### src/rtl/chacha_pkg.sv
package chacha_pkg;

   localparam int unsigned MAX_REQUEST_BYTES = 8;
   localparam int unsigned WORDS = 16;
   localparam int unsigned LANES = 4;
   localparam int unsigned PADDR_W = 6;
   localparam int unsigned CFG_W = 64;
   localparam int unsigned COUNT_W = 4;
   localparam int unsigned POS_W = 7;
   localparam int unsigned STEP_W = 6;

   // ten double rounds, each two half steps for the column and two for the diagonal
   localparam logic [STEP_W-1:0] LAST_STEP = STEP_W'(40 - 1);
   localparam logic [POS_W-1:0] BLOCK_BYTES = POS_W'(64);
   localparam logic [COUNT_W-1:0] MAX_COUNT = COUNT_W'(MAX_REQUEST_BYTES);

   localparam int unsigned ROT_A = 16;
   localparam int unsigned ROT_B = 12;
   localparam int unsigned ROT_C = 8;
   localparam int unsigned ROT_D = 7;

   localparam logic [31:0] SIGMA [4] = '{
      32'h61707865, 32'h3320646e, 32'h79622d32, 32'h6b206574
   };

   localparam logic CMD_GENERATE = 1'b0;
   localparam logic CMD_RESTART = 1'b1;

   localparam logic [2:0] REG_KEY_0 = 3'd0;
   localparam logic [2:0] REG_KEY_1 = 3'd1;
   localparam logic [2:0] REG_KEY_2 = 3'd2;
   localparam logic [2:0] REG_KEY_3 = 3'd3;
   localparam logic [2:0] REG_NONCE = 3'd4;

   typedef struct packed {
      logic [3:0][CFG_W-1:0] key;
      logic [CFG_W-1:0] nonce;
   } cfg_type;

   typedef struct packed {
      logic start;
      logic restart;
      logic load_block;
      logic round_step;
      logic diag;
      logic phase;
      logic finish_block;
      logic serve_byte;
      logic emit;
   } dp_cmd_type;

   typedef struct packed {
      logic buf_empty;
      logic req_done;
   } dp_status_type;

   typedef struct packed {
      logic [31:0] a;
      logic [31:0] b;
      logic [31:0] c;
      logic [31:0] d;
   } qr_type;

   function automatic logic [31:0] rotl32(input logic [31:0] v, input int unsigned n);
      return (v << n) | (v >> (32 - n));
   endfunction

   // first or second half of a quarter round
   function automatic qr_type qr_half(input qr_type q, input logic phase);
      qr_type r;
      logic [31:0] x;
      r = q;
      r.a = q.a + q.b;
      x = q.d ^ r.a;
      r.d = phase ? rotl32(x, ROT_C) : rotl32(x, ROT_A);
      r.c = q.c + r.d;
      x = q.b ^ r.c;
      r.b = phase ? rotl32(x, ROT_D) : rotl32(x, ROT_B);
      return r;
   endfunction

endpackage

### src/rtl/chacha_csr.sv
module chacha_csr import chacha_pkg::*; (
   input  logic               clock,
   input  logic               reset,
   input  logic               psel,
   input  logic               penable,
   input  logic               pwrite,
   input  logic [PADDR_W-1:0] paddr,
   input  logic [CFG_W-1:0]   pwdata,
   output logic [CFG_W-1:0]   prdata,
   output logic               pready,
   output cfg_type            cfg
);

   cfg_type cfg_ff;
   logic [2:0] reg_index;
   logic write_en;

   assign reg_index = paddr[PADDR_W-1:3];
   assign write_en = psel && penable && pwrite;
   assign pready = 1'b1;
   assign cfg = cfg_ff;

   always_ff @(posedge clock) begin
      if (reset) begin
         cfg_ff <= '0;
      end else if (write_en) begin
         unique case (reg_index)
            REG_KEY_0: cfg_ff.key[0] <= pwdata;
            REG_KEY_1: cfg_ff.key[1] <= pwdata;
            REG_KEY_2: cfg_ff.key[2] <= pwdata;
            REG_KEY_3: cfg_ff.key[3] <= pwdata;
            REG_NONCE: cfg_ff.nonce <= pwdata;
            default: ;
         endcase
      end
   end

   always_comb begin
      unique case (reg_index)
         REG_KEY_0: prdata = cfg_ff.key[0];
         REG_KEY_1: prdata = cfg_ff.key[1];
         REG_KEY_2: prdata = cfg_ff.key[2];
         REG_KEY_3: prdata = cfg_ff.key[3];
         REG_NONCE: prdata = cfg_ff.nonce;
         default:   prdata = '0;
      endcase
   end

endmodule

### src/rtl/chacha_dp.sv
module chacha_dp import chacha_pkg::*; (
   input  logic               clock,
   input  logic               reset,
   input  cfg_type            cfg,
   input  dp_cmd_type         cmd,
   input  logic [COUNT_W-1:0] req_byte_count,
   output dp_status_type      status,
   output logic [63:0]        rsp_data
);

   logic [31:0] w_ff [WORDS];
   logic [31:0] round_w [WORDS];
   logic [31:0] init_w [WORDS];
   logic [31:0] buf_ff [WORDS];
   logic [63:0] counter_ff;
   logic [POS_W-1:0] pos_ff;
   logic [COUNT_W-1:0] count_ff;
   logic [COUNT_W-1:0] lane_ff;
   logic [63:0] acc_ff;
   logic [63:0] out_ff;
   logic [31:0] rd_word;
   logic [7:0] rd_byte;
   logic [COUNT_W-1:0] sat_count;

   always_comb begin
      for (int i = 0; i < 4; i++) begin
         init_w[i] = SIGMA[i];
         init_w[4 + 2 * i] = cfg.key[i][31:0];
         init_w[5 + 2 * i] = cfg.key[i][63:32];
      end
      init_w[12] = counter_ff[31:0];
      init_w[13] = counter_ff[63:32];
      init_w[14] = cfg.nonce[31:0];
      init_w[15] = cfg.nonce[63:32];
   end

   // four quarter-round lanes; diagonal rounds pick the rotated rows
   qr_type lane_out [LANES];

   for (genvar i = 0; i < LANES; i++) begin : g_lane
      qr_type lane_in;
      assign lane_in.a = w_ff[i];
      assign lane_in.b = cmd.diag ? w_ff[4 + ((i + 1) % 4)] : w_ff[4 + i];
      assign lane_in.c = cmd.diag ? w_ff[8 + ((i + 2) % 4)] : w_ff[8 + i];
      assign lane_in.d = cmd.diag ? w_ff[12 + ((i + 3) % 4)] : w_ff[12 + i];
      assign lane_out[i] = qr_half(lane_in, cmd.phase);
   end

   for (genvar j = 0; j < LANES; j++) begin : g_scatter
      assign round_w[j] = lane_out[j].a;
      assign round_w[4 + j] = cmd.diag ? lane_out[(j + 3) % 4].b : lane_out[j].b;
      assign round_w[8 + j] = cmd.diag ? lane_out[(j + 2) % 4].c : lane_out[j].c;
      assign round_w[12 + j] = cmd.diag ? lane_out[(j + 1) % 4].d : lane_out[j].d;
   end

   always_ff @(posedge clock) begin
      if (cmd.load_block) begin
         w_ff <= init_w;
      end else if (cmd.round_step) begin
         w_ff <= round_w;
      end
   end

   always_ff @(posedge clock) begin
      if (cmd.finish_block) begin
         for (int i = 0; i < WORDS; i++) begin
            buf_ff[i] <= w_ff[i] + init_w[i];
         end
      end
   end

   assign rd_word = buf_ff[pos_ff[5:2]];
   assign rd_byte = rd_word[8 * pos_ff[1:0] +: 8];
   assign sat_count = (req_byte_count > MAX_COUNT) ? MAX_COUNT : req_byte_count;

   always_ff @(posedge clock) begin
      if (reset) begin
         counter_ff <= '0;
         pos_ff <= BLOCK_BYTES;
         count_ff <= '0;
         lane_ff <= '0;
      end else begin
         if (cmd.start) begin
            count_ff <= cmd.restart ? '0 : sat_count;
            lane_ff <= '0;
            if (cmd.restart) begin
               counter_ff <= '0;
               pos_ff <= BLOCK_BYTES;
            end
         end
         if (cmd.finish_block) begin
            counter_ff <= counter_ff + 64'd1;
            pos_ff <= '0;
         end
         if (cmd.serve_byte) begin
            pos_ff <= pos_ff + POS_W'(1);
            lane_ff <= lane_ff + COUNT_W'(1);
         end
      end
   end

   always_ff @(posedge clock) begin
      if (cmd.start) begin
         acc_ff <= '0;
      end else if (cmd.serve_byte) begin
         acc_ff[8 * lane_ff[2:0] +: 8] <= rd_byte;
      end
      if (cmd.emit) begin
         out_ff <= acc_ff;
      end
   end

   assign status.buf_empty = pos_ff[POS_W-1];
   assign status.req_done = (lane_ff == count_ff);
   assign rsp_data = out_ff;

endmodule

### src/rtl/chacha_ctrl.sv
module chacha_ctrl import chacha_pkg::*; (
   input  logic          clock,
   input  logic          reset,
   input  logic          req_valid,
   output logic          req_stall,
   input  logic          req_cmd,
   output logic          rsp_valid,
   input  logic          rsp_stall,
   input  dp_status_type status,
   output dp_cmd_type    cmd
);

   typedef enum logic [1:0] {
      ST_IDLE,
      ST_STEP,
      ST_ROUND,
      ST_FINAL
   } state_type;

   state_type state_ff;
   logic [STEP_W-1:0] step_ff;
   logic rsp_valid_ff;
   logic out_free;

   assign out_free = !rsp_valid_ff || !rsp_stall;
   assign req_stall = (state_ff != ST_IDLE);
   assign rsp_valid = rsp_valid_ff;

   always_comb begin
      cmd = '0;
      cmd.restart = (req_cmd == CMD_RESTART);
      cmd.diag = step_ff[1];
      cmd.phase = step_ff[0];
      unique case (state_ff)
         ST_IDLE:  cmd.start = req_valid;
         ST_STEP: begin
            priority if (status.req_done) begin
               cmd.emit = out_free;
            end else if (status.buf_empty) begin
               cmd.load_block = 1'b1;
            end else begin
               cmd.serve_byte = 1'b1;
            end
         end
         ST_ROUND: cmd.round_step = 1'b1;
         ST_FINAL: cmd.finish_block = 1'b1;
         default: ;
      endcase
   end

   always_ff @(posedge clock) begin
      if (reset) begin
         state_ff <= ST_IDLE;
         step_ff <= '0;
         rsp_valid_ff <= 1'b0;
      end else begin
         rsp_valid_ff <= cmd.emit || (rsp_valid_ff && rsp_stall);
         unique case (state_ff)
            ST_IDLE: begin
               if (req_valid) begin
                  state_ff <= ST_STEP;
               end
            end
            ST_STEP: begin
               if (cmd.emit) begin
                  state_ff <= ST_IDLE;
               end else if (cmd.load_block) begin
                  step_ff <= '0;
                  state_ff <= ST_ROUND;
               end
            end
            ST_ROUND: begin
               step_ff <= step_ff + STEP_W'(1);
               if (step_ff == LAST_STEP) begin
                  state_ff <= ST_FINAL;
               end
            end
            ST_FINAL: state_ff <= ST_STEP;
            default:  state_ff <= ST_IDLE;
         endcase
      end
   end

endmodule

### src/rtl/chacha20_keystream_generator.sv
// restart or a zero byte count gives its result from the step state once the output is free;
// otherwise the bytes are served one by one from the buffered block before the result is emitted
// each new 64-byte block takes a load, 40 half quarter-round steps on four lanes and a final add
// one item at a time; eight 8-byte requests share one block
// synchronous reset: key and nonce registers zero, block counter zero, keystream buffer empty
module chacha20_keystream_generator import chacha_pkg::*; (
   input  logic               clock,
   input  logic               reset,
   input  logic               req_valid,
   output logic               req_stall,
   input  logic               req_cmd,
   input  logic [COUNT_W-1:0] req_byte_count,
   output logic               rsp_valid,
   input  logic               rsp_stall,
   output logic [63:0]        rsp_data,
   input  logic               psel,
   input  logic               penable,
   input  logic               pwrite,
   input  logic [PADDR_W-1:0] paddr,
   input  logic [CFG_W-1:0]   pwdata,
   output logic [CFG_W-1:0]   prdata,
   output logic               pready
);

   cfg_type cfg;
   dp_cmd_type cmd;
   dp_status_type status;

   chacha_csr u_csr (
      .clock   (clock),
      .reset   (reset),
      .psel    (psel),
      .penable (penable),
      .pwrite  (pwrite),
      .paddr   (paddr),
      .pwdata  (pwdata),
      .prdata  (prdata),
      .pready  (pready),
      .cfg     (cfg)
   );

   chacha_ctrl u_ctrl (
      .clock     (clock),
      .reset     (reset),
      .req_valid (req_valid),
      .req_stall (req_stall),
      .req_cmd   (req_cmd),
      .rsp_valid (rsp_valid),
      .rsp_stall (rsp_stall),
      .status    (status),
      .cmd       (cmd)
   );

   chacha_dp u_dp (
      .clock          (clock),
      .reset          (reset),
      .cfg            (cfg),
      .cmd            (cmd),
      .req_byte_count (req_byte_count),
      .status         (status),
      .rsp_data       (rsp_data)
   );

endmodule

### config.mk
export PLATFORM = sky130hd
export DESIGN_NAME = chacha20_keystream_generator
export DESIGN_NICKNAME = d
export VERILOG_FILES = /design/src/rtl/chacha_pkg.sv /design/src/rtl/chacha_csr.sv /design/src/rtl/chacha_dp.sv /design/src/rtl/chacha_ctrl.sv /design/src/rtl/chacha20_keystream_generator.sv
export SDC_FILE = /design/constraint.sdc
export NUM_CORES = 2
export LEC_CHECK = 0
export BUFFER_PORTS_ARGS = -buffer_cell sky130_fd_sc_hd__buf_2
export CELL_PAD_IN_SITES_DETAIL_PLACEMENT = 1
export CELL_PAD_IN_SITES_GLOBAL_PLACEMENT = 2
export CORE_MARGIN = 2
export CORE_UTILIZATION = 25
export DETAILED_ROUTE_END_ITERATION = 8
export GPL_TIMING_DRIVEN = 1
export PLACE_DENSITY = 0.53
export SYNTH_ARGS = -nofsm -noshare
export SYNTH_HDL_FRONTEND = slang
export SYNTH_SLANG_ARGS = --single-unit
### constraint.sdc
create_clock -name clock -period 18.65 [get_ports clock]
set_input_delay 0.9325 -clock clock [delete_from_list [all_inputs] [get_ports clock]]
set_output_delay 0.9325 -clock clock [all_outputs]
set_load 0.02 [all_outputs]
### After elaboration in Yosys (flattened, before gate mapping)

Memories as Yosys holds them, arrays and structs flattened. A register that Yosys moved wholly into a read port is not among the register bits.
Cells that the tools add are included.

| word-level totals | value |
|---|---|
| register bits | 1048 |
| bits in writable memories | 512 |
| output and inout bits | 131 |
| logic and storage cells | 197 |
| memories | 1 |

| cells by class | value |
|---|---|
| add/subtract/negate cells | 29 |
| $lt $le $gt $ge | 1 |
| equality and inequality tests | 14 |
| shift-type cells | 3 |
| muxes and demuxes | 69 |
| bitwise gates (word level) | 24 |
| reductions and logical operators | 26 |

Memory list:

| memory | words | width | rd ports | clocked after Yosys merged registers in | wr ports | RTL line | RTL |
|---|---|---|---|---|---|---|---|
| u_dp.buf_ff | 16 | 32 | 1 | 1 | 16 | chacha_dp.sv:14 | `logic [31:0] buf_ff [WORDS];` |

Operators by type and width:

| operator | number |
|---|---|
| $mux 32 | 32 |
| $mux 384 | 2 |
| $add 32x32->32 | 20 |
| $pmux 64 s5 | 1 |
| $xor 32x32->32 | 8 |
| $mux 64 | 3 |
| $or 32x12->32 | 4 |
| $or 32x16->32 | 4 |
| $or 32x7->32 | 4 |
| $or 32x8->32 | 4 |
| $add 32x31->32 const B | 3 |
| $add 64x1->64 const B | 1 |
| $bwmux 64 | 1 |
| $shift 8x34->64 const A | 1 |
| $shiftx 8x34->64 | 1 |
| $neg 6->34 | 1 |
| $add 32x30->32 const B | 1 |
| $shiftx 32x6->8 | 1 |
| $mux 7 | 4 |
| $mux 4 | 6 |
| $reduce_and 2->1 | 7 |
| $mux 6 | 2 |
| $pmux 6 s2 | 1 |
| $reduce_bool 2->1 | 6 |
| 24 further kinds | 48 |

### Logic depth before layout (Yosys ltp)

| depth | value |
|---|---|
| depth after elaboration | 12 |
| depth in mapped cells | 35 |
| mapped depth without buffers | 29 |

### Cells and area by module

A second synthesis with hierarchy kept.

| unflattened totals | value |
|---|---|
| cell total of the unflattened synthesis | 11698 |
| area total of the unflattened synthesis | 112440.3 um^2 |

Modules (own cells, without submodules):

| module | instances | cells an instance | area each (um^2) | seq. area each (um^2) |
|---|---|---|---|---|
| chacha_dp | 1 | 10204 | 96954.2 | 34332.9 |
| chacha_csr | 1 | 1427 | 14893.0 | 6406.1 |
| chacha_ctrl | 1 | 67 | 593.1 | 180.2 |

### Least setup slack after synthesis

Ideal clock, no wire load.

| path | value |
|---|---|
| path type | register to register |
| start | reg u_ctrl.state_ff[0] |
| end | reg u_dp.counter_ff[60] |
| library setup time | 0.070 ns |
| arrival time | 15.816 ns |
| setup slack | 2.763 ns |
| cell stages (with the launch flop) | 11 |
| buffers on the path | 0 |
| period minus slack after synthesis | 15.887 ns |
| path through | dfxtp_1 ha_1 nand4_1 nor2_1 nand2_1 nor2_1 nand2_1 nor4_1 nand3_1 or3_1 a21oi_1 |

| between the ends | value |
|---|---|
| longest elaborated chain between the ends | 4 |

Ends and longest elaborated chain:

| what | RTL line | RTL |
|---|---|---|
| from (decl) | chacha_ctrl.sv:20 | `state_type state_ff;` |
| from (signal assigned) | chacha_ctrl.sv:53 | `state_ff <= ST_IDLE;` |
| from (signal assigned) | chacha_ctrl.sv:61 | `state_ff <= ST_STEP;` |
| from (signal assigned) | chacha_ctrl.sv:66 | `state_ff <= ST_IDLE;` |
| $eq 2x2->1 / $logic_not 2->1 (equally long branches) | chacha_ctrl.sv:34 | `unique case (state_ff)` |
| $mux 1 | chacha_ctrl.sv:34 |  |
| $reduce_bool 2->1 (no line) | -- |  |
| $reduce_and 2->1 (no line) | -- |  |
| to (signal assigned) | chacha_dp.sv:92 | `counter_ff <= counter_ff + 64'd1;` |
| to (decl) | chacha_dp.sv:15 | `logic [63:0] counter_ff;` |

Several ways; a longest one is shown, not always the timed one.
A chain may end at the register's enable or synchronous reset.

### Worst setup path in the final report

| path | value |
|---|---|
| start | reg u_ctrl.step_ff[1] |
| end | reg u_dp.w_ff[326] (netlist name) (data pin) |

| between the ends | value |
|---|---|
| longest elaborated chain between the ends | 12 |

Ends and longest elaborated chain:

| what | RTL line | RTL |
|---|---|---|
| from (decl) | chacha_ctrl.sv:21 | `logic [STEP_W-1:0] step_ff;` |
| from (signal assigned) | chacha_ctrl.sv:73 | `step_ff <= step_ff + STEP_W'(1);` |
| $mux 32 | chacha_dp.sv:43 | `assign lane_in.b = cmd.diag ? w_ff[4 + ((i + 1) % 4)] : w_ff[4 + i];` |
| $add 32x32->32 | chacha_pkg.sv:73 | `r.a = q.a + q.b;` |
| $xor 32x32->32 | chacha_pkg.sv:74 | `x = q.d ^ r.a;` |
| $or 32x16->32 / $or 32x8->32 (equally long branches) | chacha_pkg.sv:65 | `return (v << n) \| (v >> (32 - n));` |
| $mux 32 | chacha_pkg.sv:75 | `r.d = phase ? rotl32(x, ROT_C) : rotl32(x, ROT_A);` |
| $add 32x32->32 | chacha_pkg.sv:76 | `r.c = q.c + r.d;` |
| $xor 32x32->32 | chacha_pkg.sv:77 | `x = q.b ^ r.c;` |
| $or 32x12->32 / $or 32x7->32 (equally long branches) | chacha_pkg.sv:65 |  |
| $mux 32 | chacha_pkg.sv:78 | `r.b = phase ? rotl32(x, ROT_D) : rotl32(x, ROT_B);` |
| $mux 32 * | chacha_dp.sv:51 | `assign round_w[4 + j] = cmd.diag ? lane_out[(j + 3) % 4].b : lane_out[j].b;` |
| $mux 384 * | chacha_dp.sv:59 | `end else if (cmd.round_step) begin` |
| $mux 384 * | chacha_dp.sv:57 | `if (cmd.load_block) begin` |
| to (signal assigned) | chacha_dp.sv:58 | `w_ff <= init_w;` |
| to (signal assigned) | chacha_dp.sv:60 | `w_ff <= round_w;` |
| to (decl) | chacha_dp.sv:11 | `logic [31:0] w_ff [WORDS];` |

Every way passes the cells marked *; elsewhere a longest branch is shown, timed or not. The select of a mux whose other input is x is not followed.

==> metrics <==
status complete, but fails checks; failing checks max-capacitance violations, max-slew violations; hold buffers post-CTS 0; minimum clock period 13.06 ns; worst skew pair latency 0.97 ns; clk sinks 1564; setup TNS 0 ns; Detail Placement HPWL 567000 um; GRT Resource Usage Total 0.307; initial antenna violation count 110; Seq/Total Area, Yosys 0.383; pin count of the biggest net entering global routing 135; Max Fanout on Critical Path 73; syn_nets 11940; number of synthesized flops with an enable pin 960; Starting DRT DRC Count roughly 10000; WP data required between 15 and 20 ns; unrepaired setup endpoints after global routing no; fin crit share 0.700; Yosys cell types 108; drt wl/cell between 30 and 40 um; PostCTS Resize Cnt 0; Max Freq ~77 MHz; Die W between 600 and 700 um; port bufs about 210; Max-slew headroom -0.0727; top cells by area, synth edfxtp_1, dfxtp_1, ha_1; DR vias 95789; setup bufs post-CTS 0; PwrDens between 200 and 250 mW/mm2; H-tree depth 4; DRT Pass-1 Iters 6; layout filler cell count 48729; max_cap viols 2; vias in the first global route 91911; Synth top area share 0.270; # DRC 0; CTS max path bufs 4; Lkg Pwr 47.3 nW; worst min-delay path class input port to flop; Worst Max-Slew Pin Slew ~1.6 ns; total wire length 687000 um; Synth area leader edfxtp_1; most used cell, CP xnor2_1; pins over their slew limit 5; Clk pin slew, worst setup/hold paths around 0.06 ns; first-pass GRT wire length between 800000 and 900000 um; die height about 660 um; syn_area_per_cell 9.53 um2; Clock Root Buffer clkbuf_16; synth warn 0; total gr overflow 0; antenna-violating nets left 0; fin nets around 12000; GP Congestion 1.03; Vias/cell 5.49; Max stage delay cell, worst path a2111oi_1; Core Rows 240; Layout area overhead 15.7%; Synth Instances about 11000; CP endpoint kind flop; ys async rst share 0; Mapped Area 0.107 mm2; crit path launch type flop; CTS Buf Count 211; layout cells sized above 1 0.133; Initial Util 0.250; Peak VDD IR 162 uV; core area 0.426 mm2; critical path arrival approximately 14 ns; I/O pin count 213; Final Total Pwr 0.0262 W; TritonCTS clock tree done; DIE AREA 0.432 mm2; Worst Setup Path Type flop to flop; final setup fails 0; Worst Skew 0.0841 ns; Synth Flop Type edfxtp_1; post-synthesis sequential element count 1564; slowest stage delay, CP 1.13 ns; Final Hold Fails 0
## area by class of cell
cell class | count | area, um2 | area share
diodes | 126 | 315 | 0.00255
flip-flops and latches | 1564 | 40900 | 0.331
inverters | 289 | 1100 | 0.00891
clock inverters | 91 | 1000 | 0.00812
well taps | 5687 | 7120 | 0.0576
repair buffers | 568 | 3890 | 0.0315
multi-input cells | 8823 | 63100 | 0.511
clock buffers | 302 | 6100 | 0.0494
## cell usage in the layout, fill, tap and decap left out, types with 351 or more instances in the layout
cell | netlist | routed
a21oi_1 | 1083 | 1080
buf_4 | 1 | 351
o21ai_0 | 535 | 522
nor2_1 | 890 | 886
ha_1 | 635 | 633
mux2i_1 | 567 | 537
edfxtp_1 | 960 | 960
xnor2_1 | 628 | 624
dfxtp_1 | 604 | 598
nand2_1 | 1404 | 1400
## layer usage
layer	vias up	wire, um	track usage
met4	30	43600	0.168
met3	809	49800	0.0709
met5	-	663	0
met1	49431	295000	0.399
met2	3747	298000	0.469
li1	41772	-	-
## critical path: cells and delay by family, from the launching register on
family	cells	cell delay [ns]
adders and majority gates	2	1.09
buffers and inverters	2	1.62
muxes	1	0.51
AOI/OAI and AO/OA	10	4.56
DFF	1	0.70
xor gates and xnor gates	4	2.62
and+or+nand+nor	6	1.44
## power breakdown
part / internal, W / switching [W] / total [W]
logic: 0.00463 / 0.0124 / 0.0170
registers: 0.00446 / 0.000378 / 0.00484
clock network: 0.00252 / 0.00183 / 0.00435
total: 0.0116 / 0.0146 / 0.0262
## flip-flops by register name, indices dropped and copies added, names as in the netlist, named ones only
| signal | count |
|---|---|
| u_dp.buf_ff | 512 |
| u_dp.w_ff | 384 |
| u_csr.cfg | 320 |
| u_dp.g_lane.lane_in | 128 |
| u_dp.acc_ff | 64 |
| u_dp.counter_ff | 64 |
| u_dp.rsp_data | 64 |
| u_dp.pos_ff | 7 |
| u_ctrl.step_ff | 6 |
| u_dp.count_ff | 4 |
| u_dp.lane_ff | 4 |
| u_ctrl.state_ff | 2 |
| u_ctrl.rsp_valid | 1 |
## Yosys cell counts (133+ instances only)
cell and number:
nand2_1 1404, a21oi_1 1083, edfxtp_1 960, nor2_1 890, ha_1 635, xnor2_1 628
dfxtp_1 604, mux2i_1 567, o21ai_0 535, clkbuf_1 426, xor2_1 317, mux2_2 306
a21o_1 305, inv_1 288, mux4_2 173, nand3_1 171, a22oi_1 145, nor3_1 133
## logic make-up (layout without fill, tap and decap cells)
family / Yosys count / count (layout) / synth area share
other: 1 / 127 / 0.0000351
AND/OR/NAND/NOR: 3136 / 3136 / 0.128
buffers and inverters: 816 / 1250 / 0.0290
adder cells (fa/ha/maj): 655 / 655 / 0.0782
AO/OA/AOI/OAI: 3010 / 3010 / 0.176
multiplexers: 1047 / 1047 / 0.122
flip-flops: 1564 / 1564 / 0.383
XOR/XNOR: 974 / 974 / 0.0836
## through the flow
| stage | cell area, um2 | setup slack, ns | utilization | std cells | hold WS, ns |
|---|---|---|---|---|---|
| after global routing | 123000 | 5.83 | 0.289 | 17368 | 0.212 |
| after floorplan | 107000 | 2.76 | - | 11203 | 0.408 |
| final | 124000 | 5.59 | 0.290 | 17450 | 0.218 |
| after detailed placement | 116000 | 6.39 | 0.272 | 16930 | 0.418 |
| after global placement | 116000 | 6.41 | 0.272 | 16930 | 0.416 |
| after CTS | 123000 | 6.26 | 0.289 | 17323 | 0.138 |
## worst paths after layout
check	from	end	slack, ns	cells after the start
worst min register to register	u_dp.acc_ff[10]	u_dp.rsp_data[10]	0.43	0
worst max register to register	u_ctrl.step_ff[1]	u_dp.w_ff[326]	5.59	25
worst min-delay path	req_byte_count[1]	u_dp.count_ff[1]	0.22	3
worst max-delay path	u_ctrl.step_ff[1]	u_dp.w_ff[326]	5.59	25
Note: power is estimated with default switching activity, not from simulation.
